<file path="src/hdl/fpcs_pkg.sv">
// shared types and codes of the process scheduler
package fpcs_pkg;

    localparam logic [2:0] OP_IDLE      = 3'd0;
    localparam logic [2:0] OP_PREEMPT   = 3'd1;
    localparam logic [2:0] OP_YIELD     = 3'd2;
    localparam logic [2:0] OP_TERMINATE = 3'd3;
    localparam logic [2:0] OP_WAKE      = 3'd4;

    localparam logic [1:0] ACT_DISPATCH = 2'd0;
    localparam logic [1:0] ACT_PREEMPT  = 2'd1;
    localparam logic [1:0] ACT_NONE     = 2'd2;

    localparam logic [1:0] PST_READY      = 2'd0;
    localparam logic [1:0] PST_WAITING    = 2'd1;
    localparam logic [1:0] PST_TERMINATED = 2'd2;

    localparam logic [1:0] REG_PRIORITY_MODE = 2'd0;
    localparam logic [1:0] REG_CPU_COUNT     = 2'd1;
    localparam logic [1:0] REG_TIME_SLICE    = 2'd2;

    // one process entry, as held in the ready queue and the cpu slots
    typedef struct packed {
        logic [7:0] id;
        logic [3:0] prio;
    } entry_t;

    // result beat, first field in the highest bits
    typedef struct packed {
        logic        queue_overflow;
        logic [15:0] slice_out;
        logic [1:0]  released_state;
        logic [7:0]  released_id;
        logic        released_valid;
        logic [7:0]  dispatch_id;
        logic        dispatch_valid;
        logic [2:0]  target_cpu;
        logic [1:0]  action;
    } result_t;

endpackage

</file>
<file path="src/hdl/fpcs_ram.sv">
// single-port-write, single-port-read entry memory with registered read data
module fpcs_ram #(
    parameter int DEPTH = 16,
    parameter int AW    = (DEPTH > 1) ? $clog2(DEPTH) : 1
) (
    input  logic             clk,
    input  logic             we,
    input  logic [AW-1:0]    waddr,
    input  fpcs_pkg::entry_t wdata,
    input  logic [AW-1:0]    raddr,
    output fpcs_pkg::entry_t rdata
);
    import fpcs_pkg::*;

    entry_t mem [DEPTH];

    always_ff @(posedge clk)
    begin
        if (we)
        begin
            mem[waddr] <= wdata;
        end
        rdata <= mem[raddr];
    end

endmodule

</file>
<file path="src/hdl/fifo_priority_cpu_scheduler.sv">
// top level: event sequencer over the ready queue and cpu slot memories
//
// Takes one scheduler event per input beat and returns one result beat. The
// ready queue (QUEUE_DEPTH entries in arrival order) and the per-cpu running
// slots each live in a memory with one read and one write port; the running
// valid bits are flip-flops. Events are handled one at a time. The queue
// memory is read one entry per cycle when an event dispatches from a non-empty
// queue: FIFO mode reads the head only and priority mode scans every queued
// entry. Every entry behind the chosen one then moves down a place. A
// priority-mode wake scans the cpu slot memory at one cpu per cycle. A
// finished result waits in an output register while the next event is taken.
// While a result still waits there, the next result is held back.
module fifo_priority_cpu_scheduler #(
    parameter int QUEUE_DEPTH = 16,
    parameter int MAX_CPUS    = 8
) (
    input  logic        clk,
    input  logic        rst_n,
    // event beat: opcode[2:0], cpu_index[5:3], proc_id[13:6], proc_priority[17:14]
    input  logic [23:0] s_tdata,
    input  logic        s_tvalid,
    output logic        s_tready,
    // result beat: action[1:0], target_cpu[4:2], dispatch_valid[5], dispatch_id[13:6],
    // released_valid[14], released_id[22:15], released_state[24:23],
    // slice_out[40:25], queue_overflow[41]
    output logic [47:0] m_tdata,
    output logic        m_tvalid,
    input  logic        m_tready,
    input  logic        cfg_we,
    input  logic [1:0]  cfg_index,
    input  logic [15:0] cfg_data
);
    import fpcs_pkg::*;

    localparam int QW  = (QUEUE_DEPTH > 1) ? $clog2(QUEUE_DEPTH) : 1;
    localparam int QCW = $clog2(QUEUE_DEPTH + 1);
    localparam int CW  = (MAX_CPUS > 1) ? $clog2(MAX_CPUS) : 1;
    localparam int CNW = $clog2(MAX_CPUS + 1);

    typedef enum logic [2:0] {
        S_IDLE,
        S_DECODE,
        S_REL,
        S_TAKE,
        S_SCAN,
        S_SHIFT,
        S_WSCAN,
        S_DONE
    } state_t;

    state_t          state_reg, state_next;
    logic [2:0]      op_reg, op_next;
    logic [2:0]      cpu_reg, cpu_next;
    logic [7:0]      pid_reg, pid_next;
    logic [3:0]      pprio_reg, pprio_next;
    logic [QCW-1:0]  rc_reg, rc_next;
    logic [MAX_CPUS-1:0] valid_reg, valid_next;
    logic [QCW-1:0]  ridx_reg, ridx_next;
    logic [QCW-1:0]  didx_reg, didx_next;
    logic            dv_reg, dv_next;
    logic [3:0]      best_prio_reg, best_prio_next;
    logic [7:0]      best_id_reg, best_id_next;
    logic [QCW-1:0]  best_idx_reg, best_idx_next;
    logic [CNW-1:0]  cidx_reg, cidx_next;
    logic [CNW-1:0]  cdidx_reg, cdidx_next;
    logic [3:0]      low_prio_reg, low_prio_next;
    logic [CNW-1:0]  low_cpu_reg, low_cpu_next;
    result_t         res_reg, res_next;
    result_t         out_reg, out_next;
    logic            out_valid_reg, out_valid_next;
    logic            prio_mode_reg, prio_mode_next;
    logic [3:0]      cpus_used_reg, cpus_used_next;
    logic [15:0]     time_slice_reg, time_slice_next;

    logic            q_we;
    logic [QW-1:0]   q_waddr;
    entry_t          q_wdata;
    logic [QW-1:0]   q_raddr;
    entry_t          q_rdata;
    logic            r_we;
    logic [CW-1:0]   r_waddr;
    entry_t          r_wdata;
    logic [CW-1:0]   r_raddr;
    entry_t          r_rdata;

    logic [CNW-1:0]  ncpu;
    logic [CW-1:0]   cpu_addr;
    logic [QCW-1:0]  scan_limit;
    logic            take_best;
    logic            take_low;

    fpcs_ram #(.DEPTH(QUEUE_DEPTH), .AW(QW)) u_ready_ram (
        .clk   (clk),
        .we    (q_we),
        .waddr (q_waddr),
        .wdata (q_wdata),
        .raddr (q_raddr),
        .rdata (q_rdata)
    );

    fpcs_ram #(.DEPTH(MAX_CPUS), .AW(CW)) u_slot_ram (
        .clk   (clk),
        .we    (r_we),
        .waddr (r_waddr),
        .wdata (r_wdata),
        .raddr (r_raddr),
        .rdata (r_rdata)
    );

    assign ncpu = (32'(cpus_used_reg) > MAX_CPUS) ? CNW'(MAX_CPUS) : CNW'(cpus_used_reg);
    assign cpu_addr = CW'(cpu_reg);
    // fifo mode only looks at the head of the queue
    assign scan_limit = prio_mode_reg ? rc_reg : QCW'(1);
    // strict compare keeps the oldest entry among equal priorities
    assign take_best = dv_reg && ((didx_reg == '0) || (q_rdata.prio > best_prio_reg));
    assign take_low  = dv_reg && ((cdidx_reg == '0) || (r_rdata.prio < low_prio_reg));

    assign s_tready = (state_reg == S_IDLE);
    assign m_tvalid = out_valid_reg;
    assign m_tdata  = {6'b0, out_reg};

    always_comb
    begin
        state_next      = state_reg;
        op_next         = op_reg;
        cpu_next        = cpu_reg;
        pid_next        = pid_reg;
        pprio_next      = pprio_reg;
        rc_next         = rc_reg;
        valid_next      = valid_reg;
        ridx_next       = ridx_reg;
        didx_next       = didx_reg;
        dv_next         = dv_reg;
        best_prio_next  = take_best ? q_rdata.prio : best_prio_reg;
        best_id_next    = take_best ? q_rdata.id : best_id_reg;
        best_idx_next   = take_best ? didx_reg : best_idx_reg;
        cidx_next       = cidx_reg;
        cdidx_next      = cdidx_reg;
        low_prio_next   = low_prio_reg;
        low_cpu_next    = low_cpu_reg;
        res_next        = res_reg;
        out_next        = out_reg;
        out_valid_next  = out_valid_reg;
        prio_mode_next  = prio_mode_reg;
        cpus_used_next  = cpus_used_reg;
        time_slice_next = time_slice_reg;

        q_we    = 1'b0;
        q_waddr = '0;
        q_wdata = '0;
        q_raddr = '0;
        r_we    = 1'b0;
        r_waddr = cpu_addr;
        r_wdata = '0;
        r_raddr = cpu_addr;

        if (out_valid_reg && m_tready)
        begin
            out_valid_next = 1'b0;
        end

        if (cfg_we)
        begin
            case (cfg_index)
                REG_PRIORITY_MODE: prio_mode_next  = cfg_data[0];
                REG_CPU_COUNT:     cpus_used_next  = cfg_data[3:0];
                REG_TIME_SLICE:    time_slice_next = cfg_data;
                default: ;
            endcase
        end

        case (state_reg)
            S_IDLE:
            begin
                if (s_tvalid)
                begin
                    op_next           = s_tdata[2:0];
                    cpu_next          = s_tdata[5:3];
                    pid_next          = s_tdata[13:6];
                    pprio_next        = s_tdata[17:14];
                    res_next          = '0;
                    res_next.action   = ACT_NONE;
                    state_next        = S_DECODE;
                end
            end

            S_DECODE:
            begin
                if (op_reg == OP_WAKE)
                begin
                    if (32'(rc_reg) < QUEUE_DEPTH)
                    begin
                        q_we    = 1'b1;
                        q_waddr = QW'(rc_reg);
                        q_wdata = '{id: pid_reg, prio: pprio_reg};
                        rc_next = rc_reg + QCW'(1);
                        if (prio_mode_reg && (ncpu != '0))
                        begin
                            cidx_next  = '0;
                            dv_next    = 1'b0;
                            state_next = S_WSCAN;
                        end
                        else
                        begin
                            state_next = S_DONE;
                        end
                    end
                    else
                    begin
                        res_next.queue_overflow = 1'b1;
                        state_next = S_DONE;
                    end
                end
                else if ((op_reg > OP_WAKE) || (32'(cpu_reg) >= 32'(ncpu)))
                begin
                    state_next = S_DONE;
                end
                else if ((op_reg != OP_IDLE) && valid_reg[cpu_addr])
                begin
                    state_next = S_REL;
                end
                else
                begin
                    state_next = S_TAKE;
                end
            end

            S_REL:
            begin
                res_next.released_valid = 1'b1;
                res_next.released_id    = r_rdata.id;
                case (op_reg)
                    OP_PREEMPT:
                    begin
                        res_next.released_state = PST_READY;
                        if (32'(rc_reg) < QUEUE_DEPTH)
                        begin
                            q_we    = 1'b1;
                            q_waddr = QW'(rc_reg);
                            q_wdata = r_rdata;
                            rc_next = rc_reg + QCW'(1);
                        end
                        else
                        begin
                            res_next.queue_overflow = 1'b1;
                        end
                    end
                    OP_YIELD:     res_next.released_state = PST_WAITING;
                    default:      res_next.released_state = PST_TERMINATED;
                endcase
                valid_next[cpu_addr] = 1'b0;
                state_next = S_TAKE;
            end

            S_TAKE:
            begin
                res_next.action     = ACT_DISPATCH;
                res_next.target_cpu = cpu_reg;
                res_next.slice_out  = time_slice_reg;
                if (rc_reg == '0)
                begin
                    valid_next[cpu_addr] = 1'b0;
                    state_next = S_DONE;
                end
                else
                begin
                    ridx_next  = '0;
                    dv_next    = 1'b0;
                    state_next = S_SCAN;
                end
            end

            S_SCAN:
            begin
                if (ridx_reg < scan_limit)
                begin
                    q_raddr   = QW'(ridx_reg);
                    dv_next   = 1'b1;
                    didx_next = ridx_reg;
                    ridx_next = ridx_reg + QCW'(1);
                end
                else
                begin
                    dv_next = 1'b0;
                end
                if (dv_reg && (didx_reg == scan_limit - QCW'(1)))
                begin
                    r_we    = 1'b1;
                    r_waddr = cpu_addr;
                    r_wdata = '{id: best_id_next, prio: best_prio_next};
                    valid_next[cpu_addr]    = 1'b1;
                    res_next.dispatch_valid = 1'b1;
                    res_next.dispatch_id    = best_id_next;
                    // close the gap left by the chosen entry
                    ridx_next  = best_idx_next + QCW'(1);
                    dv_next    = 1'b0;
                    state_next = S_SHIFT;
                end
            end

            S_SHIFT:
            begin
                if (dv_reg)
                begin
                    q_we    = 1'b1;
                    q_waddr = QW'(didx_reg - QCW'(1));
                    q_wdata = q_rdata;
                end
                if (ridx_reg < rc_reg)
                begin
                    q_raddr   = QW'(ridx_reg);
                    dv_next   = 1'b1;
                    didx_next = ridx_reg;
                    ridx_next = ridx_reg + QCW'(1);
                end
                else
                begin
                    dv_next = 1'b0;
                    if (!dv_reg)
                    begin
                        rc_next    = rc_reg - QCW'(1);
                        state_next = S_DONE;
                    end
                end
            end

            S_WSCAN:
            begin
                if (take_low)
                begin
                    low_prio_next = r_rdata.prio;
                    low_cpu_next  = cdidx_reg;
                end
                if (cidx_reg < ncpu)
                begin
                    if (!valid_reg[cidx_reg[CW-1:0]])
                    begin
                        // an idle cpu will pick the process up, no preempt
                        dv_next    = 1'b0;
                        state_next = S_DONE;
                    end
                    else
                    begin
                        r_raddr    = cidx_reg[CW-1:0];
                        dv_next    = 1'b1;
                        cdidx_next = cidx_reg;
                        cidx_next  = cidx_reg + CNW'(1);
                    end
                end
                else
                begin
                    dv_next = 1'b0;
                    if (!dv_reg)
                    begin
                        if (low_prio_reg < pprio_reg)
                        begin
                            res_next.action     = ACT_PREEMPT;
                            res_next.target_cpu = 3'(low_cpu_reg);
                        end
                        state_next = S_DONE;
                    end
                end
            end

            S_DONE:
            begin
                if (!out_valid_reg || m_tready)
                begin
                    out_next       = res_reg;
                    out_valid_next = 1'b1;
                    state_next     = S_IDLE;
                end
            end

            default:
            begin
                state_next = S_IDLE;
            end
        endcase
    end

    always_ff @(posedge clk or negedge rst_n)
    begin
        if (!rst_n)
        begin
            state_reg      <= S_IDLE;
            op_reg         <= '0;
            cpu_reg        <= '0;
            pid_reg        <= '0;
            pprio_reg      <= '0;
            rc_reg         <= '0;
            valid_reg      <= '0;
            ridx_reg       <= '0;
            didx_reg       <= '0;
            dv_reg         <= 1'b0;
            best_prio_reg  <= '0;
            best_id_reg    <= '0;
            best_idx_reg   <= '0;
            cidx_reg       <= '0;
            cdidx_reg      <= '0;
            low_prio_reg   <= '0;
            low_cpu_reg    <= '0;
            res_reg        <= '0;
            out_reg        <= '0;
            out_valid_reg  <= 1'b0;
            prio_mode_reg  <= 1'b0;
            cpus_used_reg  <= 4'd1;
            time_slice_reg <= '0;
        end
        else
        begin
            state_reg      <= state_next;
            op_reg         <= op_next;
            cpu_reg        <= cpu_next;
            pid_reg        <= pid_next;
            pprio_reg      <= pprio_next;
            rc_reg         <= rc_next;
            valid_reg      <= valid_next;
            ridx_reg       <= ridx_next;
            didx_reg       <= didx_next;
            dv_reg         <= dv_next;
            best_prio_reg  <= best_prio_next;
            best_id_reg    <= best_id_next;
            best_idx_reg   <= best_idx_next;
            cidx_reg       <= cidx_next;
            cdidx_reg      <= cdidx_next;
            low_prio_reg   <= low_prio_next;
            low_cpu_reg    <= low_cpu_next;
            res_reg        <= res_next;
            out_reg        <= out_next;
            out_valid_reg  <= out_valid_next;
            prio_mode_reg  <= prio_mode_next;
            cpus_used_reg  <= cpus_used_next;
            time_slice_reg <= time_slice_next;
        end
    end

endmodule

</file>
<file path="config.mk">
export PLATFORM = sky130hd
export DESIGN_NAME = fifo_priority_cpu_scheduler
export DESIGN_NICKNAME = d
export VERILOG_FILES = /design/src/hdl/fpcs_pkg.sv /design/src/hdl/fpcs_ram.sv /design/src/hdl/fifo_priority_cpu_scheduler.sv
export SDC_FILE = /design/constraint.sdc
export NUM_CORES = 1
export LEC_CHECK = 0
export ABC_AREA = 0
export ABC_CLOCK_PERIOD_IN_PS = 4700
export BUFFER_PORTS_ARGS = -buffer_cell sky130_fd_sc_hd__buf_2
export CAP_MARGIN = 30
export CORE_ASPECT_RATIO = 1.2
export CORE_MARGIN = 2
export CORE_UTILIZATION = 61
export CTS_CLUSTER_SIZE = 30
export DETAILED_ROUTE_END_ITERATION = 8
export GPL_ROUTABILITY_DRIVEN = 0
export PLACE_DENSITY = 0.84
export SKIP_LAST_GASP = 1
export SLEW_MARGIN = 15
export SYNTH_ARGS = -nofsm -noshare
export SYNTH_HDL_FRONTEND = slang
export SYNTH_SLANG_ARGS = --single-unit
</file>
<file path="constraint.sdc">
create_clock -name clk -period 4.7 [get_ports clk]
set_input_delay 0.705 -clock clk [delete_from_list [all_inputs] [get_ports clk]]
set_output_delay 0.705 -clock clk [all_outputs]
set_load 0.02 [all_outputs]
</file>
== Word-level counts from Yosys, hierarchy flattened ==
Memory sizes are Yosys's and may differ from the RTL's. A register that Yosys moved wholly into a read port is not among the register bits.
Cells that the tools add are included.
Widths: inputs -> output; s select.
Storage, ports and cells
  bits of input ports: 47
  memories: 2
  register bits: 183
  memory bits (writable): 288
  output and inout port bits: 50
Memory list
  u_ready_ram.mem: words 16, width 12, rd ports 1, clocked after memory_dff 1, wr ports 1, RTL line fpcs_ram.sv:15  | entry_t mem [DEPTH];
  u_slot_ram.mem: words 8, width 12, rd ports 1, clocked after memory_dff 1, wr ports 1, RTL line fpcs_ram.sv:15
Cells by class
  reductions and logical operators: 49
  magnitude comparators: 13
  add/sub/neg operators: 7
  equal/unequal tests: 33
  bitwise gates (word level): 3
  mux-type cells: 105
Operator list (count)
  $mux 12: 7
  $mux 5: 16
  $mux 4: 13
  $pmux 5 s3: 3
  $mux 42: 1
  $mux 3: 13
  $pmux 12 s3: 1
  $ne 2x2->1 const B: 17
  $pmux 16 s2: 1
  $mux 1: 30
  $mux 8: 3
  $pmux 3 s8: 1
  $pmux 8 s3: 1
  $pmux 11 s2: 1
  $reduce_and 5->1: 4
  $pmux 9 s2: 1
  $reduce_bool 3->1: 6
  $pmux 4 s2: 2
  $reduce_and 2->1: 8
  $add 5x1->5 const B: 3
  $eq 3x3->1 const B: 5
  $lt 4x4->1: 3
  $pmux 4 s3: 1
  $reduce_and 3->1: 4
  41 further kinds: 65

== Depth between registers and ports, before layout ==
  depth in word-level cells: 8
  depth in mapped cells: 13
  depth with buffers taken out: 12

== Hierarchy ==
A second synthesis with hierarchy kept.
Second synthesis, totals
  cell total of the unflattened synthesis: 1354
  area, all modules: 20741.1 sq um
By module, submodules not included
  fifo_priority_cpu_scheduler: instances 1, area an instance 9153.8 sq um, cells an instance 861
  fpcs_ram at u_ready_ram: instances 1, area an instance 7599.8 sq um, cells an instance 329
  fpcs_ram at u_slot_ram: instances 1, area an instance 3987.6 sq um, cells an instance 164

== Least setup slack after synthesis ==
Ideal clock, no wire load.
  path type: reg2reg
  start: reg rc_reg[0]
  end: mem u_slot_ram.mem[0][0] in the netlist's numbering, enable pin
  data required time: 4286 ps
  data arrival time: 3343 ps
  setup slack: 943 ps
  cell stages (with the launch flop): 9
  buffers on the path: 1
  cells stage by stage: dfrtp_1 -> clkbuf_1 -> nor2b_1 -> ha_1 -> nor4b_1 -> nor4_1 -> nor4b_2 -> nand2_1 -> nor4_1
On the way
  word-level cells in the longest chain between the ends: 8
RTL lines
  from (decl): RTL line fifo_priority_cpu_scheduler.sv:56  | logic [QCW-1:0] rc_reg, rc_next;
  from (signal assigned): RTL line fifo_priority_cpu_scheduler.sv:417  | rc_reg <= rc_next;
  $mux 5: RTL line fifo_priority_cpu_scheduler.sv:113  | assign scan_limit = prio_mode_reg ? rc_reg : QCW'(1);
  $sub 5x1->5: RTL line fifo_priority_cpu_scheduler.sv:286  | if (dv_reg && (didx_reg == scan_limit - QCW'(1)))
  $eq 5x5->1: RTL line fifo_priority_cpu_scheduler.sv:286
  $logic_and 1x1->1: RTL line fifo_priority_cpu_scheduler.sv:286
  $mux 1: RTL line fifo_priority_cpu_scheduler.sv:286
  $mux 1: RTL line fifo_priority_cpu_scheduler.sv:172  | case (state_reg)
  $mux 1: RTL line fpcs_ram.sv:19  | if (we)
  $mux 1 (not written as such): RTL line fpcs_ram.sv:21  | mem[waddr] <= wdata;
  to (decl): RTL line fpcs_ram.sv:15
Every way passes these cells.

== Worst setup path after layout ==
  start: reg prio_mode_reg
  end: mem u_slot_ram.mem[7][2] in the netlist's numbering, enable pin
On the way
  word-level cells in the longest chain between the ends: 8
RTL lines
  from (decl): RTL line fifo_priority_cpu_scheduler.sv:71  | logic prio_mode_reg, prio_mode_next;
  from (signal assigned): RTL line fifo_priority_cpu_scheduler.sv:432  | prio_mode_reg <= prio_mode_next;
  $mux 5: RTL line fifo_priority_cpu_scheduler.sv:113
  $sub 5x1->5: RTL line fifo_priority_cpu_scheduler.sv:286
  $eq 5x5->1: RTL line fifo_priority_cpu_scheduler.sv:286
  $logic_and 1x1->1: RTL line fifo_priority_cpu_scheduler.sv:286
  $mux 1: RTL line fifo_priority_cpu_scheduler.sv:286
  $mux 1: RTL line fifo_priority_cpu_scheduler.sv:172
  $mux 1: RTL line fpcs_ram.sv:19
  $mux 1 (not written as such): RTL line fpcs_ram.sv:21
Every way passes these cells.

==> summary.txt <==
outcome -> finished, final reports clean
Power Internal -> 10.1 mW
Post-Synthesis Cells -> 1555
worst min path class -> input pin to async pin
parity-gate share of the synthesized area counting xor and xnor cells -> 0.00793
number of cells on the worst reg-to-reg path -> 9
Top Usage Layer GRT -> met2
number of max-capacitance violations reported -> 0
number of hold violations in the final report -> 0
CTS sink count -> 495
antenna viol nets, final -> 0
master cell of the clock root buffer -> sky130_fd_sc_hd__clkbuf_16
Slowest-stage cell, CP -> sky130_fd_sc_hd__or4b_1
global-route met3 utilization -> 0.0351
routed vias/inst -> 6.38
end of the worst register-to-register path -> u_slot_ram.mem[7][2]
clk_skew -> 16.7 ps
Vert. Die Dim -> 207 um
minimum clock period -> 3700 ps
Top reg by flops -> u_ready_ram.mem
number of design rule violations left after detail routing -> 0
relative slew slack -> 0.371
adder-cell share of the synthesized area -> 0.0212
count of TritonRoute iterations in the first routing pass -> 5
I/O Buffers -> 84
largest net degree at the start of global routing -> 118
simple-gate share of the synthesized area -> 0.0835
most frequent cell after synthesis -> sky130_fd_sc_hd__edfxtp_1
critical path type -> register to register
count of yosys warnings during synthesis -> 0
portion of total power attributed to the clock network -> 0.248
Largest register FFs -> 192
GRT met1 Usage -> 0.335
number of levels in the clock H-tree -> 2
main combinational cell family by area after synthesis -> compound AO/OA/AOI/OAI gates
Critical Path RT -> 4950 ps
vias after detailed routing -> 13.8k
placed cell areas -> 22100 sq um
Synth top area share -> 0.412
number of antenna violations at the first check in global routing -> 0
GRT met2 Usage -> 0.475
antenna diode count -> 0
number of buffers created by CTS -> 47
# Post-CTS Setup Buffers -> 0
Post-Syn Area per Cell -> 13.5 sq um
slew at the pin closest to its max-slew limit -> 943 ps
static power due to leakage -> 9.50 nW
fill cell count -> 2116
clock network latency to the later pin of the worst-skew pair -> 570 ps
Final #Nets -> 1746
sequential fraction of the synthesis area -> 0.653
critical path's most frequent cell -> sky130_fd_sc_hd__nor2_1
maximum clock rate -> 270 MHz
count of hold-fix buffers inserted at cts -> 0
Worst setup EP type -> register
critical path launch point type -> register
maximum VDD drop -> 398 uV
clock slew at reported path FFs -> 60 ps
count of endpoints failing setup in the final report -> 0
leading cell types by count after synthesis -> sky130_fd_sc_hd__edfxtp_1 (288), sky130_fd_sc_hd__nand2_1 (226), sky130_fd_sc_hd__dfrtp_1 (182), sky130_fd_sc_hd__mux2_2 (98), sky130_fd_sc_hd__o21ai_0 (74)
cell taking the most area after synthesis -> sky130_fd_sc_hd__edfxtp_1
worst-case register-to-register setup slack -> 1000 ps
Finished Cell Area -> 23800 sq um
starting utilization of the core area -> 0.618
Worst Path Arrival -> 3950 ps
Die Outline Area -> 35900 sq um
Crit path largest cell delay -> 580 ps
worst-path fanout max -> 12
CTS max path bufs -> 3
Synth area leaders -> sky130_fd_sc_hd__edfxtp_1 (41%), sky130_fd_sc_hd__dfrtp_1 (22%), sky130_fd_sc_hd__mux2_2 (5.3%)
# IOs -> 97
count of flip-flops with a built-in enable after synthesis -> 288
setup TNS -> 0 ps
share of final-layout standard cells stronger than drive strength 1 -> 0.220
synth unique cells -> 76
number of flip-flops and latches in the synthesized netlist -> 495
remaining global-route overflow -> 0
global-route wire length before repair -> 76000 um
net switching component of the power -> 5.70 mW
most common flop cell mapped by yosys -> sky130_fd_sc_hd__edfxtp_1
share of async-settable or async-resettable flops after synthesis -> 0.370
wire length reported by the detailed router -> 49800 um
post-detailed-route wirelength per cell -> 23.1 um
clock tree from TritonCTS -> built
registers with the most flip-flops -> u_ready_ram.mem (192), u_slot_ram.mem (96)
number of gates resized after cts -> 0
chip width -> 173 um
sequence of cells on the critical path -> nor2b_1 > ha_1 > nor4b_1 > nor4_1 > or4b_1 > nor2_1 > nand2_1 > nor2_1 > buf_4
post-synthesis instance area -> 21000 sq um
count of final max-slew check failures -> 0
GRT Resource Usage Total -> 0.272
Worst R2R Start -> prio_mode_reg
fraction of synthesized area in multiplexers -> 0.103
Storage cell area -> 13700 sq um
number of global-route vias before repair -> 13.8k
Combinational Power Share -> 0.344
core outline area -> 34000 sq um
Compound-Gate Fraction of Synth Area -> 0.103
Synth-to-Final Area Change -> 13.2%
Sw Ratio -> 0.361
portion of total power attributed to sequential cells -> 0.408
Row Count -> 74
Iteration-0 DRC Markers -> 1570
total power divided by cell area -> 665 nW/um^2
fraction of the cycle the final worst path needs -> 0.787
dpl hpwl -> 31600 um
footprint of the multi-input gates -> 6770 sq um
setup repair after global routing missed its margin -> no
-- through the flow --
stage	instances	total power, mW	worst slack, ps	hold slack, ps	util
after floorplan	1560	10.1	943	409	-
after global placement	2066	11.4	1240	438	0.649
after detailed placement	2067	11.7	1120	454	0.650
after CTS	2154	15.7	1060	304	0.697
after global routing	2158	16.5	832	19.6	0.699
final	2158	15.8	1000	16.3	0.699
-- layout make-up --
cell class / count / area share
clock inverter: 21 / 0.0115
tap: 456 / 0.0240
timing repair buffer: 145 / 0.0408
sequential: 495 / 0.577
multi-input combinational: 936 / 0.285
clock buffer: 66 / 0.0559
inverter: 39 / 0.00616
-- critical path: cells and delay by family, from the launching register on --
kind	cells	cell delay, ps
adders and majority gates	1	270
buffers and inverters	1	260
DFF	1	540
and+or+nand+nor	7	2310
-- power groups by stage --
stage / combinational, mW / sequential, mW / clock (mW)
3_5_place_dp: 5.23 / 6.48 / 0
5_1_grt: 5.86 / 6.52 / 4.12
2_1_floorplan: 3.73 / 6.32 / 0
4_1_cts: 5.32 / 6.42 / 3.95
6_report: 5.43 / 6.45 / 3.92
3_3_place_gp: 4.98 / 6.42 / 0
-- placed cells by master, fill, tap and decap left out, types with 20 or more instances in the layout --
cell,count
sky130_fd_sc_hd__inv_1,38
sky130_fd_sc_hd__nand2_1,225
sky130_fd_sc_hd__o21ai_0,74
sky130_fd_sc_hd__dfrtp_1,182
sky130_fd_sc_hd__a31oi_1,25
sky130_fd_sc_hd__mux2i_1,32
sky130_fd_sc_hd__a21oi_1,59
sky130_fd_sc_hd__nand3_1,20
sky130_fd_sc_hd__mux2_2,98
sky130_fd_sc_hd__buf_2,83
sky130_fd_sc_hd__buf_4,55
sky130_fd_sc_hd__clkbuf_16,48
sky130_fd_sc_hd__ha_1,34
sky130_fd_sc_hd__a21o_1,34
sky130_fd_sc_hd__edfxtp_1,288
sky130_fd_sc_hd__mux4_2,28
sky130_fd_sc_hd__a22oi_1,28
sky130_fd_sc_hd__nor2_1,56
sky130_fd_sc_hd__dfxtp_1,24
-- worst max-delay path by stage --
stage          slack [ps]          start                   end  depth (start not counted)
2_1_floorplan         940      rc_reg[0]  u_slot_ram.mem[0][0]                          8
3_3_place_gp         1240    ridx_reg[2]  u_ready_ram.rdata[3]                          8
3_5_place_dp         1120  prio_mode_reg  u_slot_ram.mem[1][5]                          9
4_1_cts              1060  prio_mode_reg  u_slot_ram.mem[7][2]                          9
5_1_grt               830  prio_mode_reg  u_slot_ram.mem[7][2]                          9
6_report             1000  prio_mode_reg  u_slot_ram.mem[7][2]                          9
-- cells by family (layout without fill, tap and decap cells) --
| family | Yosys count | in the layout |
|---|---|---|
| buffers and inverters | 129 | 271 |
| other | 1 | 6 |
| adders and majority gates | 35 | 35 |
| xor gates and xnor gates | 19 | 19 |
| and+or+nand+nor | 395 | 395 |
| AOI/OAI and AO/OA | 318 | 318 |
| muxes | 163 | 163 |
| DFF | 495 | 495 |
-- per-layer routing --
metal | up-vias | part of all wire
met2 | 785 | 0.51
met5 | - | 0
li1 | 5998 | -
met4 | 0 | 0.054
met1 | 6814 | 0.36
met3 | 174 | 0.078
(Power assumes the default switching activity.)
